==> config.mk <==
export PLATFORM = sky130hd
export DESIGN_NAME = stm_seq
export DESIGN_NICKNAME = d
export VERILOG_FILES = /design/src/rtl/assert_macros.svh /design/src/rtl/stm_pkg.sv /design/src/rtl/stm_seq.sv
export SDC_FILE = /design/constraint.sdc
export NUM_CORES = 1
export LEC_CHECK = 0
export BUFFER_PORTS_ARGS = -buffer_cell sky130_fd_sc_hd__buf_2
export CAP_MARGIN = 0
export CORE_AREA = 2 2 441 443
export DETAILED_ROUTE_END_ITERATION = 10
export DIE_AREA = 0 0 443 445
export PLACE_DENSITY = 0.4
export RECOVER_POWER = 100
export SKIP_CTS_REPAIR_TIMING = 1
export SYNTH_ARGS = -nofsm -noshare
export SYNTH_HDL_FRONTEND = slang
export SYNTH_SLANG_ARGS = --single-unit
==> constraint.sdc <==
create_clock -name clk -period 8.15 [get_ports clk]
set_input_delay 1.63 -clock clk [delete_from_list [all_inputs] [get_ports clk]]
set_output_delay 1.63 -clock clk [all_outputs]
set_load 0.005 [all_outputs]
==> src/rtl/assert_macros.svh <==
// ----------------------------------------------------------------------------
// assert_macros.svh
// assertion shorthands, clocked on clk and disabled while rst_n is low
// ----------------------------------------------------------------------------
`ifndef ASSERT_MACROS_SVH
`define ASSERT_MACROS_SVH

// same-cycle implication
`define ASSERT_IMPLIES(label, pre, post, msg) \
    label: assert property (@(posedge clk) disable iff (!rst_n) (pre) |-> (post)) \
        else $error(msg);

// next-cycle implication
`define ASSERT_NEXT(label, pre, post, msg) \
    label: assert property (@(posedge clk) disable iff (!rst_n) (pre) |=> (post)) \
        else $error(msg);

`endif

==> src/rtl/stm_pkg.sv <==
// ----------------------------------------------------------------------------
// stm_pkg
// types, codes and the name key function of the symbol table
// ----------------------------------------------------------------------------
package stm_pkg;

    localparam int DEF_TABLE_ENTRIES = 256;
    localparam int DEF_NAME_BYTES    = 32;

    // key is 31 bytes: three full words and a 7-byte tail
    localparam int KEY_BYTES = 31;
    localparam int KEY_BITS  = 8 * KEY_BYTES;
    localparam int COUNT_W   = 9;

    typedef enum logic [1:0] {
        OP_ADD    = 2'd0,
        OP_LOOKUP = 2'd1,
        OP_COUNT  = 2'd2,
        OP_CLEAR  = 2'd3
    } op_t;

    typedef enum logic [1:0] {
        ST_OK   = 2'd0,
        ST_DUP  = 2'd1,
        ST_FULL = 2'd2
    } status_t;

    typedef enum logic [1:0] {
        S_IDLE,
        S_SCAN,
        S_RESOLVE
    } state_t;

    typedef logic [KEY_BITS-1:0] key_t;

    typedef struct packed {
        logic [63:0] value;
        logic        defined;
        logic [3:0]  obj;
        logic [15:0] sect;
    } entry_t;

    typedef struct packed {
        op_t         op;
        key_t        key;
        logic [63:0] value;
        logic        defined;
        logic [3:0]  obj;
        logic [15:0] sect;
    } req_t;

    typedef struct packed {
        status_t            status;
        logic               found;
        logic [63:0]        value;
        logic               defined;
        logic [3:0]         obj;
        logic [15:0]        sect;
        logic [COUNT_W-1:0] undef_cnt;
        logic [COUNT_W-1:0] entry_cnt;
    } res_t;

    typedef struct packed {
        logic rd_en;
        logic key_we;
        logic data_we;
    } mem_ctl_t;

    // keep bytes up to the first zero byte and below name_bytes-1
    function automatic key_t make_key(input key_t raw, input int name_bytes);
        key_t kept;
        logic ended;
        kept  = '0;
        ended = 1'b0;
        for (int b = 0; b < KEY_BYTES; b++) begin
            if (raw[8*b +: 8] == 8'h00 || b >= name_bytes - 1) begin
                ended = 1'b1;
            end
            if (!ended) begin
                kept[8*b +: 8] = raw[8*b +: 8];
            end
        end
        return kept;
    endfunction

endpackage

==> src/rtl/stm_seq.sv <==
// ----------------------------------------------------------------------------
// stm_seq
// sequencer: linear key scan through the shared comparator, then update
// ----------------------------------------------------------------------------
module stm_seq #(
    parameter int TABLE_ENTRIES = stm_pkg::DEF_TABLE_ENTRIES,
    localparam int AW = (TABLE_ENTRIES > 1) ? $clog2(TABLE_ENTRIES) : 1
) (
    input  logic              clk,
    input  logic              rst_n,
    input  logic              req_valid,
    input  stm_pkg::req_t     req,
    output logic              ready,
    input  logic              out_free,
    output logic              res_valid,
    output stm_pkg::res_t     res,
    output stm_pkg::mem_ctl_t mem_ctl,
    output logic [AW-1:0]     rd_addr,
    output logic [AW-1:0]     wr_addr,
    output stm_pkg::key_t     wr_key,
    output stm_pkg::entry_t   wr_data,
    input  stm_pkg::key_t     rd_key,
    input  stm_pkg::entry_t   rd_data
);
    import stm_pkg::*;

    localparam int CW = $clog2(TABLE_ENTRIES + 1);

    state_t        state_reg, state_next;
    req_t          req_reg, req_next;
    logic [CW-1:0] used_reg, used_next;
    logic [CW-1:0] open_reg, open_next;
    logic [CW-1:0] scan_idx_reg, scan_idx_next;
    logic          pend_valid_reg, pend_valid_next;
    logic [AW-1:0] pend_idx_reg, pend_idx_next;
    logic          hit_reg, hit_next;
    logic [AW-1:0] hit_idx_reg, hit_idx_next;
    entry_t        hit_data_reg, hit_data_next;
    logic          key_match;
    logic          last_pend;

    // the one shared compare unit
    assign key_match = pend_valid_reg && (rd_key == req_reg.key);
    assign last_pend = pend_valid_reg && ((CW'(pend_idx_reg) + CW'(1)) == used_reg);

    always_ff @(posedge clk or negedge rst_n)
    begin
        if (!rst_n)
        begin
            state_reg      <= S_IDLE;
            used_reg       <= '0;
            open_reg       <= '0;
            scan_idx_reg   <= '0;
            pend_valid_reg <= 1'b0;
            hit_reg        <= 1'b0;
        end
        else
        begin
            state_reg      <= state_next;
            used_reg       <= used_next;
            open_reg       <= open_next;
            scan_idx_reg   <= scan_idx_next;
            pend_valid_reg <= pend_valid_next;
            hit_reg        <= hit_next;
        end
    end

    always_ff @(posedge clk)
    begin
        req_reg      <= req_next;
        pend_idx_reg <= pend_idx_next;
        hit_idx_reg  <= hit_idx_next;
        hit_data_reg <= hit_data_next;
    end

    always_comb
    begin
        state_next      = state_reg;
        req_next        = req_reg;
        used_next       = used_reg;
        open_next       = open_reg;
        scan_idx_next   = scan_idx_reg;
        pend_valid_next = 1'b0;
        pend_idx_next   = pend_idx_reg;
        hit_next        = hit_reg;
        hit_idx_next    = hit_idx_reg;
        hit_data_next   = hit_data_reg;
        mem_ctl         = '0;
        rd_addr         = scan_idx_reg[AW-1:0];
        wr_addr         = used_reg[AW-1:0];
        wr_key          = req_reg.key;
        wr_data.value   = req_reg.value;
        wr_data.defined = req_reg.defined;
        wr_data.obj     = req_reg.obj;
        wr_data.sect    = req_reg.sect;
        res             = '0;
        res_valid       = 1'b0;
        ready           = 1'b0;

        unique case (state_reg)
            S_IDLE:
            begin
                ready = 1'b1;
                if (req_valid)
                begin
                    req_next      = req;
                    hit_next      = 1'b0;
                    scan_idx_next = '0;
                    if ((req.op == OP_ADD || req.op == OP_LOOKUP) && used_reg != '0)
                    begin
                        state_next = S_SCAN;
                    end
                    else
                    begin
                        state_next = S_RESOLVE;
                    end
                end
            end

            S_SCAN:
            begin
                // one entry read per cycle, compared in the cycle after its read
                if (key_match)
                begin
                    hit_next      = 1'b1;
                    hit_idx_next  = pend_idx_reg;
                    hit_data_next = rd_data;
                    state_next    = S_RESOLVE;
                end
                else if (last_pend)
                begin
                    state_next = S_RESOLVE;
                end
                else if (scan_idx_reg < used_reg)
                begin
                    mem_ctl.rd_en   = 1'b1;
                    pend_valid_next = 1'b1;
                    pend_idx_next   = scan_idx_reg[AW-1:0];
                    scan_idx_next   = scan_idx_reg + CW'(1);
                end
            end

            S_RESOLVE:
            begin
                if (out_free)
                begin
                    res_valid  = 1'b1;
                    state_next = S_IDLE;
                    unique case (req_reg.op)
                        OP_ADD:
                        begin
                            if (hit_reg)
                            begin
                                if (hit_data_reg.defined && req_reg.defined)
                                begin
                                    res.status = ST_DUP;
                                end
                                else if (req_reg.defined)
                                begin
                                    mem_ctl.data_we = 1'b1;
                                    wr_addr         = hit_idx_reg;
                                    if (!hit_data_reg.defined && open_reg != '0)
                                    begin
                                        open_next = open_reg - CW'(1);
                                    end
                                end
                            end
                            else if (used_reg >= CW'(TABLE_ENTRIES))
                            begin
                                res.status = ST_FULL;
                            end
                            else
                            begin
                                mem_ctl.key_we  = 1'b1;
                                mem_ctl.data_we = 1'b1;
                                used_next       = used_reg + CW'(1);
                                if (!req_reg.defined)
                                begin
                                    open_next = open_reg + CW'(1);
                                end
                            end
                        end
                        OP_LOOKUP:
                        begin
                            if (hit_reg)
                            begin
                                res.found   = 1'b1;
                                res.value   = hit_data_reg.value;
                                res.defined = hit_data_reg.defined;
                                res.obj     = hit_data_reg.obj;
                                res.sect    = hit_data_reg.sect;
                            end
                        end
                        OP_COUNT:
                        begin
                        end
                        OP_CLEAR:
                        begin
                            used_next = '0;
                            open_next = '0;
                        end
                        default:
                        begin
                        end
                    endcase
                    res.undef_cnt = COUNT_W'(open_next);
                    res.entry_cnt = COUNT_W'(used_next);
                end
            end

            default:
            begin
                state_next = S_IDLE;
            end
        endcase
    end

endmodule
Word-level counts from Yosys, hierarchy flattened:

Index checks and enable logic that the tools add are counted.

* register bits after elaboration: 467
* bits of input ports: 672
* output and inout bits: 460
* word-level logic and storage cells: 114

* add/subtract/negate cells: 5
* $lt $le $gt $ge: 2
* equality and inequality tests: 14
* multiplexer cells: 53
* bitwise operators: 2
* reduce and logical (&&, ||, !) cells: 20

Operators by type and width (count)
* $eq 248x248->1: 1
* $mux 106: 2
* $mux 86: 2
* $mux 9: 12
* $pmux 9 s2: 3
* $mux 8: 6
* $add 9x1->9 const B: 3
* $mux 2: 12
* $reduce_bool 9->1: 2
* $mux 1: 14
* $ne 2x2->1 const B: 6
* $add 8x1->9 const B: 1
* $eq 9x9->1: 1
* $ge 9x9->1 const B: 1
* $lt 9x9->1: 1
* $sub 9x1->9 const B: 1
* $eq 2x1->1 const B: 3
* $logic_not 2->1: 3
* $pmux 2 s3: 1
* $reduce_and 2->1: 3
* $reduce_and 3->1: 2
* $logic_and 1x1->1: 5
* $reduce_and 5->1: 1
* $eq 2x2->1 const B: 2
* 7 further kinds: 8

Depth between registers and ports, before layout:

Gate-level depths: netlist (run 1).

* depth after elaboration: 9
* mapped depth: 10

Worst setup path after synthesis (run 1):

OpenSTA, ideal clock, no wires.

* path type: in2reg
* start point: input rd_key[201]
* end point: register hit_data_reg[0] (netlist name), enable pin
* arrival: 9.491 ns
* path slack: -2.002 ns
* stages: 6
* cells stage by stage: nor2b_1 a2111o_1 nor4_1 nand4_1 or4_4 nor3_1

* word-level cells in the longest chain between the ends: 3

Ends and longest elaborated chain
* start: declaration: RTL line stm_seq.sv:22 `input stm_pkg::key_t rd_key,`
* $eq 248x248->1: RTL line stm_seq.sv:43 `assign key_match = pend_valid_reg && (rd_key == req_reg.key);`
* $logic_and 1x1->1: RTL line stm_seq.sv:43
* $reduce_and 2->1 (no line)
* end signal: assignment: RTL line stm_seq.sv:73 `hit_data_reg <= hit_data_next;`
* end: declaration: RTL line stm_seq.sv:38 `entry_t hit_data_reg, hit_data_next;`

No other way between the ends.
A chain may end at the register's enable or synchronous reset.

==> run summary, run 1 <==
status: finished, violations left
failing checks: max-capacitance violations, max-slew violations
Setup crit start kind: input pin
clock skew: 0.0366 ns
Post-synth ARST share: 6.64%
max FFs per register: 248
top-area cell type share of the netlist area: 59.7%
synthesis-stage register bit count: 467
Hold Violations, Final: 0
routed wl met2: 78400 um
CTS sink cnt: 467
met3 routed WL: 7500 um
antenna violations before repair: 44
pin count of the biggest net entering global routing: 139
Core Region: 192000 um2
Final HPWL DP: 118000 um
clock power share: 35.3%
IO Count: 1132
DRC violations left: 0
Seq/Total Area, Yosys: 63.2%
slowest CP cell: nor4_1
max-cap violations: 6
Congestion Overflow GR: 0
first-pass GRT wire length: 168000 um
Synth top cells by count: edfxtp_1, buf_4, xnor2_1
min Tclk post-route: 6.77 ns
Met1 Routed Length: 46100 um
CP peak stage delay: 0.89 ns
DRT iter0 DRCs: 1125
Global Route Usage Sum: 13.2%
Die X: 443 um
Main synth FF type: edfxtp_1
max-slew violation count: 389
Yosys warnings: 0
leakage: 11.0 nW
mean number of vias per cell: 3.19
Buf+Inv Stages, Crit Path: 2
Crit path top cell by count: nand4_1
vias in the first global route: 16.6k
fin area: 30000 um2
most common cell in the synthesized netlist: edfxtp_1
top cell family by delay on the critical path: simple AND/OR/NAND/NOR gates
Switching Power: 2.91 mW
die height: 445 um
Worst EP required: 6.52 ns
first drt pass iteration count: 5
root buf cell: clkbuf_16
Mapped Area: 21900 um2
Post-DP Area: 28400 um2
final wirelength: 135000 um
PwrDens: 279 nW/um2
Pint: 5.47 mW
critical-path maximum fanout: 5
Setup violations, final: 0
Worst Hold Class: reg -> reg
TritonCTS clock tree: built
synthesized area per cell: 13.5 um2
IO buf count: 1131
final RePlAce weighted congestion: 0.953
gate count of the mapped netlist: 1628
Final nets: 3176
Routed WL per cell: 26.7 um
Comb pwr share: 22.2%
Worst setup EP type: output port
antenna viol nets, final: 0
Post-synth EDFFs: 436
cell breakdown of the critical path: buf_2, xnor2_1, nand4_1, nor4_1, nand4_1, or4_1, o21ai_4, nor2_1, clkbuf_1
maximum VDD drop: 156 uV
CP Class: in -> out
clk_lat worst skew: 0.70 ns
share of layout cells above drive strength 1: 34.5%
maximum clock frequency: 148 MHz
Net Count, Synth: 2316
cell accounting for the most synthesized area: edfxtp_1
synth top area cells: edfxtp_1, buf_4, xnor2_1
Sum Neg Setup Slack: 0 ns
initial cell density of the core: 11.4%
Bufs on Longest Clock Path: 3
measured slew at the worst slew-check pin: 3.94 ns
H-Tree Depth: 3
DIE AREA: 197000 um2
max_slew headroom: -163%
FP Rows: 161
Final Cycle Share: 83.1%
RSZ-0062 raised after global routing: no
top sig layer: met5
cts bufs inserted: 67
Synth cell types: 61
CP arrival: 5.14 ns
Sequential Power Share: 42.5%
sw frac: 34.7%
Worst-path clk slew: 0.06 ns
layout overhead on the synthesized area: 36.8%
Vias: 16.2k
-- power by group through the flow --
stage,clock [mW],sequential (mW),combinational (mW)
6_report,2.96,3.56,1.86
3_5_place_dp,0,3.56,2.07
4_1_cts,3.10,3.51,2.07
5_1_grt,3.17,3.62,2.03
2_1_floorplan,0,3.45,1.18
3_3_place_gp,0,3.56,2.07
-- worst register-to-register path: cells and delay by family (launching register included) --
family	cells	cell delay (ns)
AND/OR/NAND/NOR	5	4.13
flip-flops	1	0.44
buffers and inverters	1	0.43
XOR/XNOR	1	0.23
-- through the flow --
stage	util (%)	hold WS, ns	setup WS [ns]	instances	total power [mW]
6_report	15.6	0.494	1.38	5077	8.38
5_1_grt	15.6	0.533	0.897	5073	8.82
4_1_cts	15.9	0.500	0.773	5067	8.68
3_5_place_dp	14.8	0.491	0.787	4945	5.63
3_3_place_gp	14.8	0.480	0.790	4944	5.63
2_1_floorplan	-	0.454	0.934	1628	4.63
-- routing by layer --
metal,GRT usage (%),up-vias
met3,3.20,175
li1,-,7237
met5,0,-
met2,26.9,690
met1,13.1,8040
met4,3.17,30
-- cell usage in the layout (no fill, tap or decap), types with 12 or more instances in the layout --
cell type	n
o2111ai_1	15
clkbuf_1	399
nand2b_1	48
nand2_1	34
edfxtp_1	436
nor2_1	40
clkbuf_16	68
nor2b_1	61
nand4_1	45
clkinv_1	14
buf_2	744
o21ai_0	20
a2111o_1	19
xor2_1	22
and2_1	50
and2_0	34
o22ai_1	26
ha_1	16
dfrtp_1	31
xnor2_1	158
nor4_1	19
nor3_1	12
a31oi_1	13
inv_1	73
-- final timing paths --
check / start / endpoint / slack (ns) / cells after the start
min in group asynchronous: rst_n / used_reg[3] / 1.48 / 1
max in group asynchronous: rst_n / scan_idx_reg[3] / 5.50 / 1
max reg2reg: wr_key[108] / hit_data_reg[71] / 2.42 / 7
max: rd_key[108] / mem_ctl[2] / 1.38 / 9
min: scan_idx_reg[8] / scan_idx_reg[8] / 0.49 / 1
min reg2reg: scan_idx_reg[8] / scan_idx_reg[8] / 0.49 / 1
-- logic make-up (layout without fill, tap and decap cells) --
| family | count (synthesis) | in the layout | synth area share (%) |
|---|---|---|---|
| flops | 467 | 467 | 63.2 |
| buf+inv | 434 | 1347 | 13.3 |
| simple gates | 381 | 381 | 10.1 |
| xor+xnor | 180 | 180 | 7.18 |
| compound gates | 145 | 145 | 5.07 |
| fa+ha+maj | 16 | 16 | 0.912 |
| mux | 5 | 5 | 0.234 |
| other cells | 0 | 10 | 0 |
-- area by class of cell --
class                   count  area [um2]
clock inverters            46         438
well taps                2526        3160
multi-input cells         727        5200
repair buffers           1151        5300
inverters                  74         279
fillers                 21700      162000
clock buffers              76        1740
diodes                     10        25.0
flip-flops and latches    467       13900
(Power assumes the default switching activity.)
==> run 2: changes to the inputs <==
- CORE_AREA: 2 2 441 443 -> 2 2 435 437
- DIE_AREA: 0 0 443 445 -> 0 0 437 439
- PLACE_DENSITY: 0.4 -> 0.39
- clock period: 8.15 -> 6.75 ns (I/O delays scaled with it)
==> run 2 against run 1 <==
Effect of this change:
- the run still ends with max-capacitance violations, max-slew violations left
- utilization is 0.39 points higher
- power is 20% higher
- routed wire length is 1.7% lower
- register-to-register slack worse by 1.2 ns
- largest cell class unchanged
- largest power group unchanged
- highest routed layer unchanged
==> run summary, run 2 (synthesized netlist as in run 1, its figures left out) <==
Core Region: 187000 um2
final wirelength: 133000 um
Post-DP Area: 28400 um2
Pwr Total: 10.0 mW
antenna viol nets, final: 0
TritonCTS clock tree: built
fill count: 21.2k
mean number of vias per cell: 3.15
most frequent cells in the layout: buf_2, edfxtp_1, clkbuf_1
failing checks: max-capacitance violations, max-slew violations
Worst-path clk slew: 0.05 ns
CP arrival: 4.80 ns
Worst EP required: 5.40 ns
slowest CP cell: nor4_1
DIE AREA: 192000 um2
IO Count: 1132
register area: 13900 um2
Setup crit start kind: input pin
final RePlAce weighted congestion: 0.915
FP Rows: 159
IO buf count: 1131
max_slew headroom: -136%
Final HPWL DP: 115000 um
share of layout cells above drive strength 1: 34.0%
H-Tree Depth: 3
measured slew at the worst slew-check pin: 3.55 ns
Layout Utilization: 16.0%
Vias: 15.9k
max-slew violation count: 413
clock skew: 0.0355 ns
fin area: 30000 um2
pin count of the biggest net entering global routing: 144
clk_lat worst skew: 0.69 ns
PwrDens: 335 nW/um2
Die X: 437 um
most common cell after layout, fill and taps aside: buf_2
maximum clock frequency: 163 MHz
leakage: 11.0 nW
maximum VDD drop: 236 uV
worst hold slack: 0.497 ns
critical-path maximum fanout: 3
cts bufs inserted: 67
initial cell density of the core: 11.7%
first drt pass iteration count: 5
DRT iter0 DRCs: 888
layout overhead on the synthesized area: 36.6%
Bufs on Longest Clock Path: 3
CP Class: in -> out
die height: 439 um
Worst Hold Class: reg -> reg
max-cap violations: 6
status: finished, violations left
Congestion Overflow GR: 0
vias in the first global route: 16.5k
CTS sink cnt: 467
Sum Neg Setup Slack: 0 ns
antenna violations before repair: 42
Worst setup EP type: output port
Final Cycle Share: 91.1%
Hold Violations, Final: 0
Multi-input gate area: 5200 um2
Setup violations, final: 0
DRC violations left: 0
Routed WL per cell: 26.3 um
RSZ-0062 raised after global routing: no
max FFs per register: 248
Global Route Usage Sum: 13.3%
root buf cell: clkbuf_16
first-pass GRT wire length: 165000 um
Final nets: 3180
min Tclk post-route: 6.15 ns
CP peak stage delay: 0.92 ns
cell breakdown of the critical path: buf_2, nor2b_1, a2111o_1, nor4_1, nand4_1, or4_1, o21ai_0, nor2_1, clkbuf_1
==> run 2: changes by cell type in the layout (fill, tap and decap cells not counted), moves of 2 or more <==
cell / delta
inv_6: -3
inv_16: -2
clkbuf_2: -2
clkinv_1: -2
nor4_1: +2
diode_2: +2
nor3_1: -2
clkinv_8: +3
buf_4: +4
clkinvlp_4: +4
clkbuf_1: +17
buf_2: -11
clkinv_4: -5
==> run 2: metal layers <==
metal  global-route usage, %  share of wire [%]  vias to the layer above  wire (um)
li1                        -                  -                     7223          -
met1                    13.5                 35                     7852      46300
met2                    26.5                 57                      672      75700
met3                    3.38                5.5                      166       7370
met4                    3.15                2.6                       20       3510
met5                       0              0.090                        -        120
==> run 2: through the flow <==
stage               cells  worst slack (ns)
finish               5052             0.603
global route         5047             0.373
CTS                  5040             0.538
detailed placement   4918             0.538
global placement     4917             0.259
floorplan            1628           -0.0718
==> run 2: final timing paths <==
kind	slack, ns	to	cells past startpoint	start
min in group asynchronous	1.23	used_reg[3]	1	rst_n
min reg2reg	0.50	scan_idx_reg[8]	1	scan_idx_reg[8]
min	0.50	scan_idx_reg[8]	1	scan_idx_reg[8]
max in group asynchronous	4.38	scan_idx_reg[5]	1	rst_n
max reg2reg	1.25	wr_key[12]	4	state_reg[1]
max	0.60	mem_ctl[2]	9	rd_key[201]
==> run 2: final cells by class <==
type	count	share of cell area [%]
repair buffers	1155	17.7
inverters	74	0.931
well taps	2495	10.4
multi-input cells	727	17.4
diodes	12	0.100
flip-flops and latches	467	46.3
clock inverters	44	1.49
clock buffers	78	5.73
==> run 2: power breakdown <==
group | switching, mW | total [mW] | internal (mW) | leakage (nW)
clock network | 1.50 | 3.54 | 2.04 | 1.03
logic | 1.51 | 2.23 | 0.719 | 5.50
registers | 0.443 | 4.28 | 3.84 | 4.47
total | 3.45 | 10.0 | 6.60 | 11.0
==> run 2: worst max-delay path: cells and delay by family <==
family	cells	cell delay [ns]
buf+inv	2	0.31
compound gates	2	0.81
simple gates	5	2.32
==> run 3: changes to the inputs <==
- ABC_AREA: unset -> 1
- PLACE_DENSITY: 0.39 -> 0.4
==> run 3 against run 2 <==
Effect of this change:
- the flow still finishes with violations (max-capacitance violations, max-slew violations)
- clock power shrank 3%
- register-to-register slack lost 0.12 ns
- first-iteration DRC count grew 11%
- global-route usage shrank 1.0 points
- power shrank 1.1%
- count of clock-buffer cells in the layout grew 2
- sequential cell count is the same
- combinational power is essentially flat
- critical path depth grew 6
- via count grew 22%
- worst hold slack lost 0.0095 ns
- final cell count grew 18%
- critical path type unchanged
==> run summary, run 3 <==
IO buf count: 1131
top sig layer: met5
max FFs per register: 248
Synth top cells by count: nand2_1, inv_1, edfxtp_1
Vias: 19.4k
Setup violations, final: 0
Sequential Power Share: 43.0%
cts bufs inserted: 67
Multi-input gate area: 5430 um2
final worst slack: 0.678 ns
Layout Utilization: 16.9%
worst r2r src: state_reg[0]
top-area cell type share of the netlist area: 55.0%
synthesis-stage register bit count: 467
most frequent cells in the layout: buf_2, nand2_1, inv_1
mux cell area share after synthesis: 0%
status: finished, violations left
max-cap violations: 8
PwrDens: 315 nW/um2
Synth Area in Compound Gates: 3.25%
simple-gate area share of the yosys netlist: 17.6%
pin count of the biggest net entering global routing: 126
gate count of the mapped netlist: 2578
most common cell after layout, fill and taps aside: buf_2
root buf cell: clkbuf_16
FP Rows: 159
DRT iter0 DRCs: 985
most common cell in the synthesized netlist: nand2_1
final wirelength: 122000 um
Net Count, Synth: 3266
DRC violations left: 0
Worst-path clk slew: 0.05 ns
Worst EP required: 5.40 ns
maximum VDD drop: 195 uV
max_slew headroom: -167%
min Tclk post-route: 6.07 ns
Post-synth EDFFs: 436
Setup WS pre-CTS: 0.544 ns
antenna violations before repair: 33
Die X: 437 um
routed wl met2: 66000 um
TritonCTS clock tree: built
Routed WL per cell: 20.4 um
Pint: 6.50 mW
XOR/XNOR Fraction of Synth Area: 1.16%
met3 routed WL: 10100 um
max-slew violation count: 499
crit path to: mem_ctl[2]
top cell family by delay on the critical path: simple AND/OR/NAND/NOR gates
IO Count: 1132
CP peak stage delay: 0.53 ns
Final HPWL DP: 105000 um
Pwr Total: 9.94 mW
Switching Power: 3.44 mW
CTS sink cnt: 467
Core Region: 187000 um2
clk_lat worst skew: 0.68 ns
Bufs on Longest Clock Path: 3
synthesized area per cell: 9.23 um2
critical-path maximum fanout: 12
Hold Violations, Final: 0
Crit path top cell by count: nand2_1
Global Route Usage Sum: 12.3%
DIE AREA: 192000 um2
cell accounting for the most synthesized area: edfxtp_1
Adder-Cell Fraction of Synth Area: 0.841%
CP arrival: 4.72 ns
Congestion Overflow GR: 0
Comb pwr share: 22.5%
measured slew at the worst slew-check pin: 4.01 ns
Post-DP Area: 30100 um2
CP Class: in -> out
Worst Hold Class: reg -> reg
share of layout cells above drive strength 1: 24.1%
Seq/Total Area, Yosys: 58.3%
first-pass GRT wire length: 160000 um
worst hold slack: 0.488 ns
Synth cell types: 41
Setup crit start kind: input pin
clock power share: 34.5%
antenna viol nets, final: 0
reg2reg setup slack: 1.13 ns
cells on worst reg2reg path: 4
final RePlAce weighted congestion: 0.880
mean number of vias per cell: 3.24
layout overhead on the synthesized area: 32.8%
synth top area cells: edfxtp_1, buf_4, nand2_1
RSZ-0062 raised after global routing: no
Post-synth ARST share: 6.64%
leakage: 14.3 nW
Met1 Routed Length: 42200 um
Yosys warnings: 0
Buf+Inv Stages, Crit Path: 4
H-Tree Depth: 3
fin area: 31600 um2
sw frac: 34.6%
largest family of logic cells by synthesized area: buffers and inverters
Final Cycle Share: 90.0%
Final nets: 4124
reg-to-reg endpoint: wr_key[57]
register area: 13900 um2
initial cell density of the core: 12.7%
maximum clock frequency: 165 MHz
failing checks: max-capacitance violations, max-slew violations
Worst setup startpoint: rd_key[114]
slowest CP cell: nor2_1
die height: 439 um
vias in the first global route: 19.4k
cell breakdown of the critical path: clkbuf_1, inv_1, nand2_1, nand2_1, nor2_1, nand2_1, nor2_1, nand2_1, nor2_1, nand2_1, nor2_1, nand2_1, nand4_1, inv_1, clkbuf_1
first drt pass iteration count: 6
Main synth FF type: edfxtp_1
Worst setup EP type: output port
Mapped Area: 23800 um2
Worst path depth: 15
fill count: 21.5k
clock skew: 0.0433 ns
==> run 3: changes by cell type after synthesis, sizes merged, moves of 14 or more <==
cell | previous run | this run
nor4 | 24 | 4
o22ai | 26 | 12
nand3 | 10 | 32
nor2 | 40 | 382
and2 | 84 | 0
nand2 | 34 | 639
a2111o | 19 | 0
nor2b | 63 | 0
xnor2 | 158 | 14
a21oi | 8 | 23
nand2b | 48 | 0
inv | 74 | 488
nand4 | 45 | 7
o21ai | 21 | 83
==> run 3: cell families (layout without fill, tap and decap cells) <==
logic type      after synthesis  in the layout
flops                       467            467
other cells                   0              3
compound gates              139            139
xor+xnor                     30             30
fa+ha+maj                    16             16
buf+inv                     849           1757
simple gates               1077           1077
==> run 3: through the flow <==
step                TNS (ns)  std cells
floorplan             -15.96       2578
global placement           0       5862
detailed placement         0       5862
CTS                        0       5981
global route               0       5983
finish                     0       5984
==> run 3: worst min-delay path by stage <==
stage / cells after the start / from / slack [ns] / end
after floorplan: 0 / pend_idx_reg[4] / 0.45 / hit_idx_reg[4]
after global placement: 0 / pend_idx_reg[4] / 0.49 / hit_idx_reg[4]
after detailed placement: 0 / pend_idx_reg[4] / 0.48 / hit_idx_reg[4]
after CTS: 0 / pend_idx_reg[4] / 0.49 / hit_idx_reg[4]
after global routing: 0 / pend_idx_reg[4] / 0.50 / hit_idx_reg[4]
final: 0 / pend_idx_reg[4] / 0.49 / hit_idx_reg[4]
==> run 3: final cells by class <==
type	count	area share, %
tap	2495	9.88
antenna	3	0.0238
inverter	492	5.88
timing repair buffer	1146	16.5
sequential	467	43.9
clock inverter	39	1.11
multi-input combinational	1262	17.2
clock buffer	80	5.49
==> run 3: power groups by stage <==
stage | clock [mW] | combinational, mW | sequential (mW)
finish | 3.43 | 2.23 | 4.27
global route | 3.68 | 2.55 | 4.35
CTS | 3.60 | 2.46 | 4.24
detailed placement | 0 | 2.46 | 4.29
global placement | 0 | 2.46 | 4.28
floorplan | 0 | 1.56 | 4.16
==> run 3: per-layer routing <==
layer  GRT usage [%]  vias up
met5               0        -
met4            3.43       16
met3            4.04      174
met2            23.7      801
met1            12.3     9004
li1                -     9380
